--- config.mk ---
export PLATFORM = sky130hd
export DESIGN_NAME = trajectory_collision_and_length_flat
export DESIGN_NICKNAME = d
export VERILOG_FILES = /design/src/sv/tcal_pkg.sv /design/src/sv/tcal_req_if.sv /design/src/sv/tcal_rsp_if.sv /design/src/sv/trajectory_collision_and_length.sv /design/src/flat_wrapper.sv
export SDC_FILE = /design/constraint.sdc
export NUM_CORES = 2
export LEC_CHECK = 0
export BUFFER_PORTS_ARGS = -buffer_cell sky130_fd_sc_hd__clkbuf_2
export CAP_MARGIN = 20
export CELL_PAD_IN_SITES_DETAIL_PLACEMENT = 1
export CELL_PAD_IN_SITES_GLOBAL_PLACEMENT = 1
export CORE_MARGIN = 10
export CORE_UTILIZATION = 50
export DETAILED_ROUTE_END_ITERATION = 12
export PLACE_DENSITY = 0.87
export SETUP_SLACK_MARGIN = 0.2
export SLEW_MARGIN = 10
export SYNTH_ARGS = -nofsm -noshare
export SYNTH_HDL_FRONTEND = slang
export SYNTH_SLANG_ARGS = --single-unit
--- constraint.sdc ---
create_clock -name clock -period 14.2 [get_ports clock]
set_input_delay 2.84 -clock clock [delete_from_list [all_inputs] [get_ports clock]]
set_output_delay 2.84 -clock clock [all_outputs]
set_load 0.005 [all_outputs]
--- src/sv/tcal_pkg.sv ---
// Shared widths, register indexes and helpers for the trajectory collision and length block.
package tcal_pkg;

   localparam int COORD_W           = 16;
   localparam int LEN_W             = 32;
   localparam int NUM_SLOTS         = 7;
   localparam int MAX_OBSTACLES_DEF = 7;
   localparam int CNT_W             = 3;
   localparam int REG_W             = 64;
   localparam int ADDR_W            = 6;
   localparam int SQ_W              = 2 * COORD_W + 2;
   localparam int ROOT_W            = SQ_W / 2;
   localparam int REM_W             = ROOT_W + 3;
   localparam int ITER_W            = 5;

   typedef logic signed [COORD_W-1:0] coord_type;
   typedef logic        [COORD_W-1:0] mag_type;
   typedef logic        [CNT_W-1:0]   reg_idx_type;

   localparam reg_idx_type REG_COUNT = 3'd0;
   localparam reg_idx_type REG_OBST0 = 3'd1;

   // Absolute difference of two signed coordinates; always fits the unsigned width.
   function automatic mag_type mag_diff(input coord_type a, input coord_type b);
      logic signed [COORD_W:0] d;
      logic signed [COORD_W:0] n;
      d = {a[COORD_W-1], a} - {b[COORD_W-1], b};
      n = -d;
      return d[COORD_W] ? n[COORD_W-1:0] : d[COORD_W-1:0];
   endfunction

endpackage

--- src/sv/tcal_req_if.sv ---
// Request channel: one trajectory point with its end-of-path mark.
interface tcal_req_if;
   logic                 valid;
   logic                 ready;
   tcal_pkg::coord_type  pos_x;
   tcal_pkg::coord_type  pos_y;
   tcal_pkg::coord_type  pos_z;
   logic                 end_of_path;

   modport source (output valid, pos_x, pos_y, pos_z, end_of_path, input ready);
   modport sink   (input valid, pos_x, pos_y, pos_z, end_of_path, output ready);
endinterface

--- src/sv/tcal_rsp_if.sv ---
// Response channel: hit flags, running path length and final mark for one point.
interface tcal_rsp_if;
   logic                          valid;
   logic                          ready;
   logic                          point_hit;
   logic                          any_hit;
   logic [tcal_pkg::LEN_W-1:0]    path_length;
   logic                          final_flag;

   modport source (output valid, point_hit, any_hit, path_length, final_flag, input ready);
   modport sink   (input valid, point_hit, any_hit, path_length, final_flag, output ready);
endinterface

--- src/sv/trajectory_collision_and_length.sv ---
// A response is ready once the sphere tests and the step are done, after the square root
// too when a previous point exists; the next request is taken only after the response
// is handed to the output stage, so it waits while rsp is held off.
// The rate is set by the single shared 16x16 multiplier (four products per sphere,
// three for the step) and the 17-step digit-by-digit square root.
// Reset (synchronous, active high) clears registers, obstacles, point state and the
// output valid; the block is ready in the first cycle with reset low.
module trajectory_collision_and_length #(
   parameter int MAX_OBSTACLES = tcal_pkg::MAX_OBSTACLES_DEF
) (
   input  logic                         clock,
   input  logic                         reset,
   tcal_req_if.sink                     req_ch,
   tcal_rsp_if.source                   rsp_ch,
   input  logic                         psel,
   input  logic                         penable,
   input  logic                         pwrite,
   input  logic [tcal_pkg::ADDR_W-1:0]  paddr,
   input  logic [tcal_pkg::REG_W-1:0]   pwdata,
   output logic [tcal_pkg::REG_W-1:0]   prdata,
   output logic                         pready
);

   localparam int CW = tcal_pkg::COORD_W;
   localparam int NW = tcal_pkg::CNT_W;
   localparam logic [NW-1:0] MaxCnt = NW'(MAX_OBSTACLES);

   // Sequencer states
   localparam logic [2:0] ST_IDLE = 3'd0;
   localparam logic [2:0] ST_OBST = 3'd1;
   localparam logic [2:0] ST_STEP = 3'd2;
   localparam logic [2:0] ST_ROOT = 3'd3;
   localparam logic [2:0] ST_DONE = 3'd4;

   // ---------------------------------------------------------------------------
   // Register file: obstacle count in flops, spheres in a small memory with
   // valid bits so that an unwritten sphere reads as zero.
   // ---------------------------------------------------------------------------
   logic [NW-1:0]                 count_ff;
   logic [tcal_pkg::REG_W-1:0]    obs_mem [tcal_pkg::NUM_SLOTS];
   logic [tcal_pkg::NUM_SLOTS-1:0] obs_vld_ff;
   logic [tcal_pkg::REG_W-1:0]    prdata_ff;
   logic [tcal_pkg::REG_W-1:0]    obs_rd_ff;

   tcal_pkg::reg_idx_type csr_idx;
   tcal_pkg::reg_idx_type csr_slot;
   logic                  csr_wr;

   assign pready   = 1'b1;
   assign csr_idx  = paddr[tcal_pkg::ADDR_W-1:3];
   assign csr_slot = NW'(csr_idx - tcal_pkg::REG_OBST0);
   assign csr_wr   = psel & penable & pwrite;
   assign prdata   = prdata_ff;

   // Clamp the programmed count to the configured maximum.
   logic [NW-1:0] obs_n;
   assign obs_n = (count_ff > MaxCnt) ? MaxCnt : count_ff;

   // ---------------------------------------------------------------------------
   // Point state and sequencer registers
   // ---------------------------------------------------------------------------
   logic [2:0]                     state_ff, state_in;
   tcal_pkg::coord_type            px_ff, py_ff, pz_ff;
   logic                           last_ff;
   tcal_pkg::coord_type            prev_x_ff, prev_y_ff, prev_z_ff;
   logic                           have_prev_ff;
   logic [tcal_pkg::LEN_W-1:0]     len_ff;
   logic                           seen_ff;
   logic                           hit_ff, hit_in;
   logic [NW-1:0]                  idx_ff, idx_in;
   logic [1:0]                     term_ff, term_in;
   logic [tcal_pkg::ITER_W-1:0]    iter_ff, iter_in;
   logic [tcal_pkg::SQ_W-1:0]      acc_ff, acc_in;
   logic [tcal_pkg::REM_W-1:0]     rem_ff, rem_in;
   logic [tcal_pkg::ROOT_W-1:0]    root_ff, root_in;
   logic                           rsp_valid_ff;
   logic                           rsp_hit_ff, rsp_any_ff, rsp_final_ff;
   logic [tcal_pkg::LEN_W-1:0]     rsp_len_ff;

   logic req_acc;
   logic out_free;
   logic done_fire;

   // Hold off requests while reset is high so that none is taken and dropped.
   assign req_ch.ready = (state_ff == ST_IDLE) & ~reset;
   assign req_acc      = req_ch.valid & req_ch.ready;
   assign out_free     = ~rsp_valid_ff | rsp_ch.ready;
   assign done_fire    = (state_ff == ST_DONE) & out_free;

   // Address of the sphere to present next: slot 0 at accept, next slot after each test.
   logic [NW-1:0] obs_rd_addr;
   assign obs_rd_addr = req_acc ? '0 : NW'(idx_ff + 1'b1);

   always_ff @(posedge clock) begin
      if (reset) begin
         count_ff   <= '0;
         obs_vld_ff <= '0;
      end else if (csr_wr) begin
         if (csr_idx == tcal_pkg::REG_COUNT) begin
            count_ff <= pwdata[NW-1:0];
         end else begin
            obs_vld_ff[csr_slot] <= 1'b1;
         end
      end
   end

   // Sphere memory: one write port, two registered read ports.
   always_ff @(posedge clock) begin
      if (csr_wr && csr_idx != tcal_pkg::REG_COUNT) begin
         obs_mem[csr_slot] <= pwdata;
      end
      if (csr_idx == tcal_pkg::REG_COUNT) begin
         prdata_ff <= {{(tcal_pkg::REG_W-NW){1'b0}}, count_ff};
      end else begin
         prdata_ff <= obs_vld_ff[csr_slot] ? obs_mem[csr_slot] : '0;
      end
      // Fetch the next sphere only while one is left to test.
      if (req_acc || (state_ff == ST_OBST && term_ff == 2'd3 &&
                      NW'(idx_ff + 1'b1) != obs_n)) begin
         obs_rd_ff <= obs_vld_ff[obs_rd_addr] ? obs_mem[obs_rd_addr] : '0;
      end
   end

   // ---------------------------------------------------------------------------
   // Shared multiplier: squares one coordinate difference or the radius a cycle.
   // ---------------------------------------------------------------------------
   tcal_pkg::coord_type       op_a, op_b;
   tcal_pkg::mag_type         mul_op;
   logic [2*CW-1:0]           prod;

   always_comb begin
      op_a = px_ff;
      op_b = prev_x_ff;
      case (term_ff)
         2'd1: begin
            op_a = py_ff;
            op_b = (state_ff == ST_OBST) ? obs_rd_ff[2*CW-1:CW] : prev_y_ff;
         end
         2'd2: begin
            op_a = pz_ff;
            op_b = (state_ff == ST_OBST) ? obs_rd_ff[3*CW-1:2*CW] : prev_z_ff;
         end
         default: begin
            op_a = px_ff;
            op_b = (state_ff == ST_OBST) ? obs_rd_ff[CW-1:0] : prev_x_ff;
         end
      endcase
      // Last term of a sphere test squares the radius instead.
      if (state_ff == ST_OBST && term_ff == 2'd3) begin
         mul_op = obs_rd_ff[4*CW-1:3*CW];
      end else begin
         mul_op = tcal_pkg::mag_diff(op_a, op_b);
      end
      prod = mul_op * mul_op;
   end

   // Square root step: bring down two bits, try to subtract the trial divisor.
   logic [tcal_pkg::REM_W-1:0] rem_sh;
   logic [tcal_pkg::REM_W-1:0] trial;
   assign rem_sh = {rem_ff[tcal_pkg::REM_W-3:0], acc_ff[tcal_pkg::SQ_W-1 -: 2]};
   assign trial  = {1'b0, root_ff, 2'b01};

   // Length update with saturation.
   logic [tcal_pkg::LEN_W:0]   len_sum;
   logic [tcal_pkg::LEN_W-1:0] len_sat;
   assign len_sum = {1'b0, len_ff} + (tcal_pkg::LEN_W+1)'(have_prev_ff ? root_ff : '0);
   assign len_sat = len_sum[tcal_pkg::LEN_W] ? '1 : len_sum[tcal_pkg::LEN_W-1:0];

   always_comb begin
      state_in = state_ff;
      hit_in   = hit_ff;
      idx_in   = idx_ff;
      term_in  = term_ff;
      iter_in  = iter_ff;
      acc_in   = acc_ff;
      rem_in   = rem_ff;
      root_in  = root_ff;
      unique case (state_ff)
         ST_IDLE: begin
            if (req_acc) begin
               hit_in   = 1'b0;
               idx_in   = '0;
               term_in  = 2'd0;
               state_in = (obs_n == '0) ? ST_STEP : ST_OBST;
            end
         end
         ST_OBST: begin
            // Accumulate dx^2, dy^2, dz^2, then compare against r^2.
            term_in = 2'(term_ff + 1'b1);
            if (term_ff == 2'd0) begin
               acc_in = tcal_pkg::SQ_W'(prod);
            end else if (term_ff == 2'd3) begin
               hit_in = hit_ff | (acc_ff <= tcal_pkg::SQ_W'(prod));
               idx_in = NW'(idx_ff + 1'b1);
               if (NW'(idx_ff + 1'b1) == obs_n) begin
                  state_in = ST_STEP;
               end
            end else begin
               acc_in = acc_ff + tcal_pkg::SQ_W'(prod);
            end
         end
         ST_STEP: begin
            // Squared step to the previous point; skip the root on a first point.
            term_in = 2'(term_ff + 1'b1);
            acc_in  = (term_ff == 2'd0) ? tcal_pkg::SQ_W'(prod)
                                        : acc_ff + tcal_pkg::SQ_W'(prod);
            if (term_ff == 2'd2) begin
               term_in  = 2'd0;
               rem_in   = '0;
               root_in  = '0;
               iter_in  = '0;
               state_in = have_prev_ff ? ST_ROOT : ST_DONE;
            end
         end
         ST_ROOT: begin
            acc_in  = {acc_ff[tcal_pkg::SQ_W-3:0], 2'b00};
            iter_in = tcal_pkg::ITER_W'(iter_ff + 1'b1);
            if (rem_sh >= trial) begin
               rem_in  = rem_sh - trial;
               root_in = {root_ff[tcal_pkg::ROOT_W-2:0], 1'b1};
            end else begin
               rem_in  = rem_sh;
               root_in = {root_ff[tcal_pkg::ROOT_W-2:0], 1'b0};
            end
            if (iter_ff == tcal_pkg::ITER_W'(tcal_pkg::ROOT_W - 1)) begin
               state_in = ST_DONE;
            end
         end
         ST_DONE: begin
            // Hold until the output stage can take the response.
            if (out_free) begin
               state_in = ST_IDLE;
            end
         end
         default: begin
            state_in = ST_IDLE;
         end
      endcase
   end

   always_ff @(posedge clock) begin
      if (reset) begin
         state_ff     <= ST_IDLE;
         have_prev_ff <= 1'b0;
         len_ff       <= '0;
         seen_ff      <= 1'b0;
         prev_x_ff    <= '0;
         prev_y_ff    <= '0;
         prev_z_ff    <= '0;
         hit_ff       <= 1'b0;
         idx_ff       <= '0;
         term_ff      <= '0;
         iter_ff      <= '0;
         rsp_valid_ff <= 1'b0;
      end else begin
         state_ff <= state_in;
         hit_ff   <= hit_in;
         idx_ff   <= idx_in;
         term_ff  <= term_in;
         iter_ff  <= iter_in;
         if (rsp_ch.ready) begin
            rsp_valid_ff <= 1'b0;
         end
         if (done_fire) begin
            rsp_valid_ff <= 1'b1;
            // Drop the trajectory state after its final point, else advance it.
            if (last_ff) begin
               have_prev_ff <= 1'b0;
               len_ff       <= '0;
               seen_ff      <= 1'b0;
               prev_x_ff    <= '0;
               prev_y_ff    <= '0;
               prev_z_ff    <= '0;
            end else begin
               have_prev_ff <= 1'b1;
               len_ff       <= len_sat;
               seen_ff      <= seen_ff | hit_ff;
               prev_x_ff    <= px_ff;
               prev_y_ff    <= py_ff;
               prev_z_ff    <= pz_ff;
            end
         end
      end
   end

   // Payload registers
   always_ff @(posedge clock) begin
      acc_ff  <= acc_in;
      rem_ff  <= rem_in;
      root_ff <= root_in;
      if (req_acc) begin
         px_ff   <= req_ch.pos_x;
         py_ff   <= req_ch.pos_y;
         pz_ff   <= req_ch.pos_z;
         last_ff <= req_ch.end_of_path;
      end
      if (done_fire) begin
         rsp_hit_ff   <= hit_ff;
         rsp_any_ff   <= seen_ff | hit_ff;
         rsp_len_ff   <= len_sat;
         rsp_final_ff <= last_ff;
      end
   end

   assign rsp_ch.valid       = rsp_valid_ff;
   assign rsp_ch.point_hit   = rsp_hit_ff;
   assign rsp_ch.any_hit     = rsp_any_ff;
   assign rsp_ch.path_length = rsp_len_ff;
   assign rsp_ch.final_flag  = rsp_final_ff;

`ifndef NO_ASSERTIONS
   // A request is never taken twice in a row: the sequencer must leave idle.
   a_busy_after_accept: assert property (@(posedge clock) disable iff (reset)
      req_acc |=> !req_ch.ready)
      else $error("request accepted while sequencer busy");

   // The root is only computed for a step with a previous point.
   a_root_needs_prev: assert property (@(posedge clock) disable iff (reset)
      (state_ff == ST_ROOT) |-> have_prev_ff)
      else $error("square root started without a previous point");

   // A hit on this point must show in the sticky flag.
   a_hit_sticky: assert property (@(posedge clock) disable iff (reset)
      (rsp_ch.valid && rsp_ch.point_hit) |-> rsp_ch.any_hit)
      else $error("point hit without any_hit");

   // After a final point the trajectory state is clear.
   a_final_clears: assert property (@(posedge clock) disable iff (reset)
      (done_fire && last_ff) |=> (len_ff == '0 && !seen_ff && !have_prev_ff))
      else $error("trajectory state not cleared after final point");
`endif

endmodule
--- src/flat_wrapper.sv ---
// flat-port wrapper written by rule: the top's interface ports become plain ports
module trajectory_collision_and_length_flat 
#(
   parameter int MAX_OBSTACLES = tcal_pkg::MAX_OBSTACLES_DEF
)
  (clock, reset, psel, penable, pwrite, paddr, pwdata, prdata, pready, req_ch_valid, req_ch_pos_x, req_ch_pos_y, req_ch_pos_z, req_ch_end_of_path, req_ch_ready, rsp_ch_valid, rsp_ch_point_hit, rsp_ch_any_hit, rsp_ch_path_length, rsp_ch_final_flag, rsp_ch_ready);
  tcal_req_if req_ch_i ();
  tcal_rsp_if rsp_ch_i ();
  input  logic clock;
  input  logic reset;
  input  logic psel;
  input  logic penable;
  input  logic pwrite;
  input  logic [tcal_pkg::ADDR_W-1:0] paddr;
  input  logic [tcal_pkg::REG_W-1:0] pwdata;
  output logic [tcal_pkg::REG_W-1:0] prdata;
  output logic pready;
  input wire logic [$bits(req_ch_i.valid)-1:0] req_ch_valid;
  input wire logic [$bits(req_ch_i.pos_x)-1:0] req_ch_pos_x;
  input wire logic [$bits(req_ch_i.pos_y)-1:0] req_ch_pos_y;
  input wire logic [$bits(req_ch_i.pos_z)-1:0] req_ch_pos_z;
  input wire logic [$bits(req_ch_i.end_of_path)-1:0] req_ch_end_of_path;
  output wire logic [$bits(req_ch_i.ready)-1:0] req_ch_ready;
  output wire logic [$bits(rsp_ch_i.valid)-1:0] rsp_ch_valid;
  output wire logic [$bits(rsp_ch_i.point_hit)-1:0] rsp_ch_point_hit;
  output wire logic [$bits(rsp_ch_i.any_hit)-1:0] rsp_ch_any_hit;
  output wire logic [$bits(rsp_ch_i.path_length)-1:0] rsp_ch_path_length;
  output wire logic [$bits(rsp_ch_i.final_flag)-1:0] rsp_ch_final_flag;
  input wire logic [$bits(rsp_ch_i.ready)-1:0] rsp_ch_ready;
  assign req_ch_i.valid = req_ch_valid;
  assign req_ch_i.pos_x = req_ch_pos_x;
  assign req_ch_i.pos_y = req_ch_pos_y;
  assign req_ch_i.pos_z = req_ch_pos_z;
  assign req_ch_i.end_of_path = req_ch_end_of_path;
  assign req_ch_ready = req_ch_i.ready;
  assign rsp_ch_valid = rsp_ch_i.valid;
  assign rsp_ch_point_hit = rsp_ch_i.point_hit;
  assign rsp_ch_any_hit = rsp_ch_i.any_hit;
  assign rsp_ch_path_length = rsp_ch_i.path_length;
  assign rsp_ch_final_flag = rsp_ch_i.final_flag;
  assign rsp_ch_i.ready = rsp_ch_ready;
  trajectory_collision_and_length #(.MAX_OBSTACLES(MAX_OBSTACLES)) u_core (.clock(clock), .reset(reset), .req_ch(req_ch_i), .rsp_ch(rsp_ch_i), .psel(psel), .penable(penable), .pwrite(pwrite), .paddr(paddr), .pwdata(pwdata), .prdata(prdata), .pready(pready));
endmodule
After elaboration in Yosys (flattened, before gate mapping)
Memory sizes are Yosys's and may differ from the RTL's. A register that Yosys moved wholly into a read port is not among the register bits.
Cells that the tools add are included.
Widths: inputs -> output; s select.
- flip-flop bits (word level): 324
- memory bits (writable): 448
- input bits: 126
- output and inout bits: 102
- word-level logic and storage cells: 161
- memories: 1
- $add $sub $neg: 9
- multipliers: 1
- $lt $le $gt $ge: 6
- equal/unequal tests: 18
- mux-type cells: 62
- bitwise operators: 13
- reductions and logical operators: 24
- memory list (name ; words ; width ; rd ports ; clocked after Yosys merged registers in ; write ports ; line ; text):
    u_core.obs_mem ; 7 ; 64 ; 2 ; 1 ; 1 ; trajectory_collision_and_length.sv:40 ; logic [tcal_pkg::REG_W-1:0] obs_mem [tcal_pkg::NUM_SLOTS];
- operator list (cell ; number):
    $mux 16 ; 8
    $mux 34 ; 3
    $pmux 34 s3 ; 1
    $mux 32 ; 2
    $pmux 16 s2 ; 2
    $mux 3 ; 15
    $mux 18 ; 2
    $pmux 18 s2 ; 1
    $add 34x32->34 ; 1
    $le 34x32->1 ; 1
    $mux 17 ; 2
    $pmux 17 s2 ; 1
    $add 32x33->33 ; 1
    $mul 16x16->32 ; 1
    $ge 20x19->1 ; 1
    $sub 18x18->18 ; 1
    $sub 16x16->17 ; 1
    $neg 16->16 ; 1
    $pmux 3 s5 ; 1
    $mux 1 ; 13
    $pmux 5 s2 ; 1
    $reduce_and 2->1 ; 5
    $logic_not 3->1 ; 3
    $reduce_bool 3->1 ; 3
    37 further kinds ; 62

Logic depth before layout (Yosys ltp)
- depth in word-level cells: 13
- depth in mapped cells: 59
- mapped depth without buffers: 56

Worst setup path after synthesis
No wires, ideal clock.
- path kind: register to register
- start: reg u_core.state_ff[0]
- end: reg u_core.acc_ff[32] (netlist name), data pin
- setup time: 256 ps
- data arrival time: 11946 ps
- data required time: 13944 ps
- slack: 1997 ps
- stages on the path, launching flop included: 50
- buffers on the path: 3
- clock period less this slack: 12203 ps
- path through: dfxtp_1 > inv_1 > nor3_1 > clkbuf_1 > buf_1 > mux2i_1 > o21ai_0 > ha_1 > inv_1 > fa_1 > a21o_1 > a221oi_4 > o21bai_1 > a31o_2 > o31ai_4 > o221ai_2 > buf_2 > a31oi_1 > [14 not listed] > ha_1 > and4_1 > o211a_1 > o21ai_0 > and3b_1 > o31ai_1 > xor2_1 > ha_1 > and4_1 > a221o_1 > or3_1 > o211ai_1 > o211a_1 > nor3_1 > a211oi_1 > o21ai_0 > xnor2_1 > a22o_1
- longest elaborated chain between the ends: 12
- ends and longest elaborated chain (item ; line ; text):
    start: declaration ; trajectory_collision_and_length.sv:62 ; logic [2:0] state_ff, state_in;
    start signal: assignment ; trajectory_collision_and_length.sv:256 ; state_ff <= state_in;
    $eq 3x1->1 ; n/a ;
    $mux 16, on equally long branches ; trajectory_collision_and_length.sv:145, trajectory_collision_and_length.sv:137, trajectory_collision_and_length.sv:141 ;
    $pmux 16 s2 ; trajectory_collision_and_length.sv:134 ; case (term_ff)
    $sub 16x16->17 ; tcal_pkg.sv:27 ; d = {a[COORD_W-1], a} - {b[COORD_W-1], b};
    $neg 16->16 ; tcal_pkg.sv:28 ; n = -d;
    $mux 16 ; tcal_pkg.sv:29 ; return d[COORD_W] ? n[COORD_W-1:0] : d[COORD_W-1:0];
    $mux 16 ; trajectory_collision_and_length.sv:149 ; if (state_ff == ST_OBST && term_ff == 2'd3) begin
    $mul 16x16->32 ; trajectory_collision_and_length.sv:154 ; prod = mul_op * mul_op;
    $add 34x32->34 ; trajectory_collision_and_length.sv:199, trajectory_collision_and_length.sv:206 ;
    $mux 34 ; trajectory_collision_and_length.sv:192 ; end else if (term_ff == 2'd3) begin
    $mux 34 ; trajectory_collision_and_length.sv:190 ; if (term_ff == 2'd0) begin
    $pmux 34 s3 (*) ; trajectory_collision_and_length.sv:178 ; unique case (state_ff)
    via u_core.acc_in (one bit) ; trajectory_collision_and_length.sv:73 ; logic [tcal_pkg::SQ_W-1:0] acc_ff, acc_in;
    end signal: assignment ; trajectory_collision_and_length.sv:288 ; acc_ff <= acc_in;
    end: declaration ; trajectory_collision_and_length.sv:73 ;
The timed path passes the listed nets; every way through them passes the cells marked *. The select of a mux whose other input is x is not followed.
A chain may end at the register's enable or synchronous reset.

Worst setup path after layout
- start: reg u_core.term_ff[1]
- end: reg u_core.acc_ff[32] (netlist name), data pin
- longest elaborated chain between the ends: 11
- ends and longest elaborated chain (item ; line ; text):
    start: declaration ; trajectory_collision_and_length.sv:71 ; logic [1:0] term_ff, term_in;
    start signal: assignment ; trajectory_collision_and_length.sv:259 ; term_ff <= term_in;
    $eq 2x2->1 / $eq 2x1->1 (equally long branches) ; trajectory_collision_and_length.sv:134 ;
    $pmux 16 s2 ; trajectory_collision_and_length.sv:134 ;
    $sub 16x16->17 ; tcal_pkg.sv:27 ;
    $neg 16->16 ; tcal_pkg.sv:28 ;
    $mux 16 ; tcal_pkg.sv:29 ;
    $mux 16 ; trajectory_collision_and_length.sv:149 ;
    $mul 16x16->32 ; trajectory_collision_and_length.sv:154 ;
    $add 34x32->34 ; trajectory_collision_and_length.sv:199, trajectory_collision_and_length.sv:206 ;
    $mux 34 ; trajectory_collision_and_length.sv:192 ;
    $mux 34 ; trajectory_collision_and_length.sv:190 ;
    $pmux 34 s3 (*) ; trajectory_collision_and_length.sv:178 ;
    via u_core.acc_in (one bit) ; trajectory_collision_and_length.sv:73 ;
Marked as above.

==> tab_implementation.tex <==
\begin{tabular}{lr}
\hline
Metric & Value \\
\hline
\multicolumn{2}{l}{\textbf{Logic synthesis}} \\
\quad Number of library cell types mapped by synthesis & 92 \\
\quad Predominant post-synthesis flop cell & sky130\_fd\_sc\_hd\_\_edfxtp\_1 \\
\quad Mapped Nets & 5,172 \\
\quad Async set or reset register ratio after synthesis & 0\% \\
\quad Area share of the leading cell type in the synthesized netlist & 41.8\% \\
\quad EDFF count, synth & $\sim$670 \\
\quad Synth top area cells & sky130\_fd\_sc\_hd\_\_edfxtp\_1 42\%, sky130\_fd\_sc\_hd\_\_dfxtp\_1 7.2\%, sky130\_fd\_sc\_hd\_\_fa\_1 6.9\% \\
\quad Mapped cell area & 47,800 um\^{}2 \\
\quad Sequential area share after synthesis & between 40\% and 50\% \\
\quad Count of state elements after synthesis & roughly 840 \\
\quad Post-synthesis cell count & between 4,000 and 5,000 \\
\quad Average cell area after synthesis & roughly 10 um\^{}2 \\
\quad Number of warning messages in the yosys log & 0 \\
\quad Library cell with the largest summed area after synthesis & sky130\_fd\_sc\_hd\_\_edfxtp\_1 \\
\multicolumn{2}{l}{\textbf{Clocking}} \\
\quad CTS tree & built \\
\quad Clock transition at the register clock pins on the worst setup and hold paths after CTS & roughly 0.06 ns \\
\quad Number of levels the H-tree was split into & 3 \\
\quad TritonCTS buffer count & 89 \\
\quad Number of clock sinks seen by CTS & roughly 840 \\
\quad Root Buffer & sky130\_fd\_sc\_hd\_\_clkbuf\_16 \\
\quad Maximum clock insertion buffer count & 3 \\
\quad Clock insertion delay at the later pin of the skew report & around 0.71 ns \\
\quad Number of buffers added to fix hold violations after cts & 0 \\
\multicolumn{2}{l}{\textbf{Global route}} \\
\quad Total routing usage reported by global routing & about 30\% \\
\quad Number of antenna violations at the first check in global routing & 27 \\
\quad Gr ovfl total & 0 \\
\quad Largest net degree at the start of global routing & just under 90 \\
\quad Global-route wire length before repair & roughly 260,000 um \\
\quad Number of global-route vias before repair & 42,100 \\
\multicolumn{2}{l}{\textbf{Timing}} \\
\quad Setup Total Neg Slack & 0 ns \\
\quad Final worst clock skew & around 0.043 ns \\
\quad Maximum clock rate & about 76 MHz \\
\quad Final setup viols & 0 \\
\quad Final Slew Violations & 0 \\
\quad Final Worst Setup Slack & about 0.97 ns \\
\quad Minimum clock period after layout & $\sim$13 ns \\
\quad Least-Margin Pin Slew & approximately 1.1 ns \\
\quad Unrepaired setup endpoints after global routing & false \\
\quad Part of the cycle the worst path needs & between 90 and 100\% \\
\quad Normalized max-slew margin & 25.7\% \\
\quad Final number of hold-violating endpoints & 0 \\
\multicolumn{2}{l}{\textbf{Routing}} \\
\quad Vias after detailed routing & a little under 40,000 \\
\quad Count of antenna-violating nets left after detailed routing & 0 \\
\quad Drt wl/cell & between 20 and 30 um \\
\quad Vias per cell & 6.45 \\
\quad Routed wire length & 170,000 um \\
\quad Remaining design rule violation count & 0 \\
\quad Count of TritonRoute iterations in the first routing pass & 6 \\
\quad Number of DRC violations after detailed-routing iteration 0 & around 4,800 \\
\multicolumn{2}{l}{\textbf{Worst setup path}} \\
\quad Arrival time of data at the critical path endpoint & 13.69 ns \\
\quad Crit path launch type & flop \\
\quad Maximum fanout along the worst path & 20 \\
\quad Worst Setup Path Type & reg -> reg \\
\quad CP max stage cell & sky130\_fd\_sc\_hd\_\_fa\_1 \\
\quad Required time at the endpoint of the critical path & between 10 and 15 ns \\
\quad Slowest cell delay on critical path & approximately 0.57 ns \\
\quad Endpoint class of the critical path & flop \\
\multicolumn{2}{l}{\textbf{Finish}} \\
\quad Most used cells in the layout excluding fill and tap cells & 665 x sky130\_fd\_sc\_hd\_\_edfxtp\_1, 558 x sky130\_fd\_sc\_hd\_\_nor2\_1, 426 x sky130\_fd\_sc\_hd\_\_nand2\_1 \\
\quad Number of inserted filler cells in the final layout & just over 10,000 \\
\quad Final Instance Count excl. Fillers & a little over 6,000 \\
\quad Ratio of cells with drive above 1 in the final layout & a little under an eighth \\
\quad Most common library cell in the layout ignoring fill and taps & sky130\_fd\_sc\_hd\_\_edfxtp\_1 \\
\quad Fin area & $\sim$54,000 um\^{}2 \\
\quad Sequential cell area & $\sim$23,000 um\^{}2 \\
\quad Area added between synthesis and finish & 12.1\% \\
\quad Final net count & between 5,000 and 6,000 \\
\quad Combined area of the multi-input logic cells & between 20,000 and 25,000 um\^{}2 \\
\multicolumn{2}{l}{\textbf{Floorplanning}} \\
\quad Die boundary width & roughly 330 um \\
\quad Area of the die & around 110,000 um\^{}2 \\
\quad Die outline height & between 300 and 400 um \\
\quad Core footprint & 95,000 um\^{}2 \\
\quad Site Rows & 113 \\
\quad Initial Util & 50.3\% \\
\quad Num ports & $\sim$230 \\
\multicolumn{2}{l}{\textbf{Placement}} \\
\quad Number of placed instances with taps included & 5,967 \\
\quad Placer congestion estimate & $\sim$0.89 \\
\quad Placed cell area & approximately 50,000 um\^{}2 \\
\quad Detailed-placement wirelength estimate & $\sim$110,000 um \\
\quad Post-Place Setup Slack & $\sim$0.39 ns \\
\quad Port Buffers & 223 \\
\multicolumn{2}{l}{\textbf{Outcome}} \\
\quad Status & finished, final reports clean \\
\multicolumn{2}{l}{\textbf{Job}} \\
\quad Max-cap violation count & 0 \\
\multicolumn{2}{l}{\textbf{Worst hold path}} \\
\quad Classification of the worst-slack hold path & reg -> reg \\
\hline
\end{tabular}
-- critical path, delay by kind of cell, from the launching register on --
family	cells	cell delay, ns
adder cells (fa/ha/maj)	10	4.49
flip-flops	1	0.46
XOR/XNOR	2	0.39
AO/OA/AOI/OAI	18	4.35
AND/OR/NAND/NOR	9	2.20
buffers and inverters	8	1.09
-- logic make-up (layout without fill, tap and decap cells) --
logic type,after synthesis,count (layout),synth area share [%]
AOI/OAI and AO/OA,1142,1142,15.2
xor gates and xnor gates,129,129,2.38
adders and majority gates,386,386,12.7
buffers and inverters,631,846,5.03
DFF,836,836,48.9
muxes,115,115,2.51
other,1,17,0.00784
and+or+nand+nor,1420,1420,13.2
-- routing by layer --
| metal | global-route usage (%) | part of all wire, % |
|---|---|---|
| met3 | 7.75 | 10 |
| met4 | 16.7 | 5.7 |
| met2 | 50.0 | 47 |
| met1 | 36.3 | 37 |
| met5 | 0 | 0.084 |
-- layout make-up --
type / count / area share, %
sequential: 836 / 43.7
multi-input combinational: 3193 / 41.6
antenna: 16 / 0.0747
clock buffer: 119 / 4.66
timing repair buffer: 320 / 3.54
tap: 1265 / 2.95
clock inverter: 49 / 0.978
inverter: 358 / 2.51
-- path summary, 6_finish.rpt --
check	cells past startpoint	startpoint	slack (ns)	to
min reg2reg	1	u_core.len_ff[10]	0.46	u_core.len_ff[10]
max reg2reg	47	u_core.term_ff[1]	0.97	u_core.acc_ff[32]
max	47	u_core.term_ff[1]	0.97	u_core.acc_ff[32]
min	1	u_core.len_ff[10]	0.46	u_core.len_ff[10]
-- registers in the layout, summed over array words and instances (netlist names), 16 cells and up --
register                   count
u_core.rsp_ch.path_length     32
u_core.px_ff                  16
u_core.prev_x_ff              16
u_core.obs_mem               448
u_core.len_ff                 32
u_core.prdata                 64
u_core.rem_ff                 18
u_core.py_ff                  16
u_core.prev_z_ff              16
u_core.root_ff                17
u_core.acc_ff                 34
u_core.pz_ff                  16
u_core.prev_y_ff              16
u_core.obs_rd_ff              64
-- metrics by stage --
step,utilization [%],hold WS (ns)
after global routing,56.4,0.484
final,56.4,0.464
after detailed placement,53.1,0.451
after floorplan,-,0.424
after CTS,56.2,0.465
after global placement,53.0,0.440
-- synth_stat cells, types with 89 or more instances --
library cell and n:
sky130_fd_sc_hd__edfxtp_1 665, sky130_fd_sc_hd__inv_1 351, sky130_fd_sc_hd__nor2b_1 90, sky130_fd_sc_hd__mux2i_1 97
sky130_fd_sc_hd__o22ai_1 89, sky130_fd_sc_hd__nand2_1 429, sky130_fd_sc_hd__a21oi_1 426, sky130_fd_sc_hd__dfxtp_1 171
sky130_fd_sc_hd__o21ai_0 118, sky130_fd_sc_hd__nor3_1 115, sky130_fd_sc_hd__fa_1 165, sky130_fd_sc_hd__ha_1 221
sky130_fd_sc_hd__nor2_1 567, sky130_fd_sc_hd__clkbuf_1 230
-- what timing repair did --
| item | CTS | global route |
|---|---|---|
| endpoints found under the setup margin | 0 | 11 |
| setup buffers | 0 | 4 |
| gates resized for setup | 0 | 13 |
Power is not shown: default switching activity piles up to over one toggle a cycle in this logic, so the estimate is an artifact.
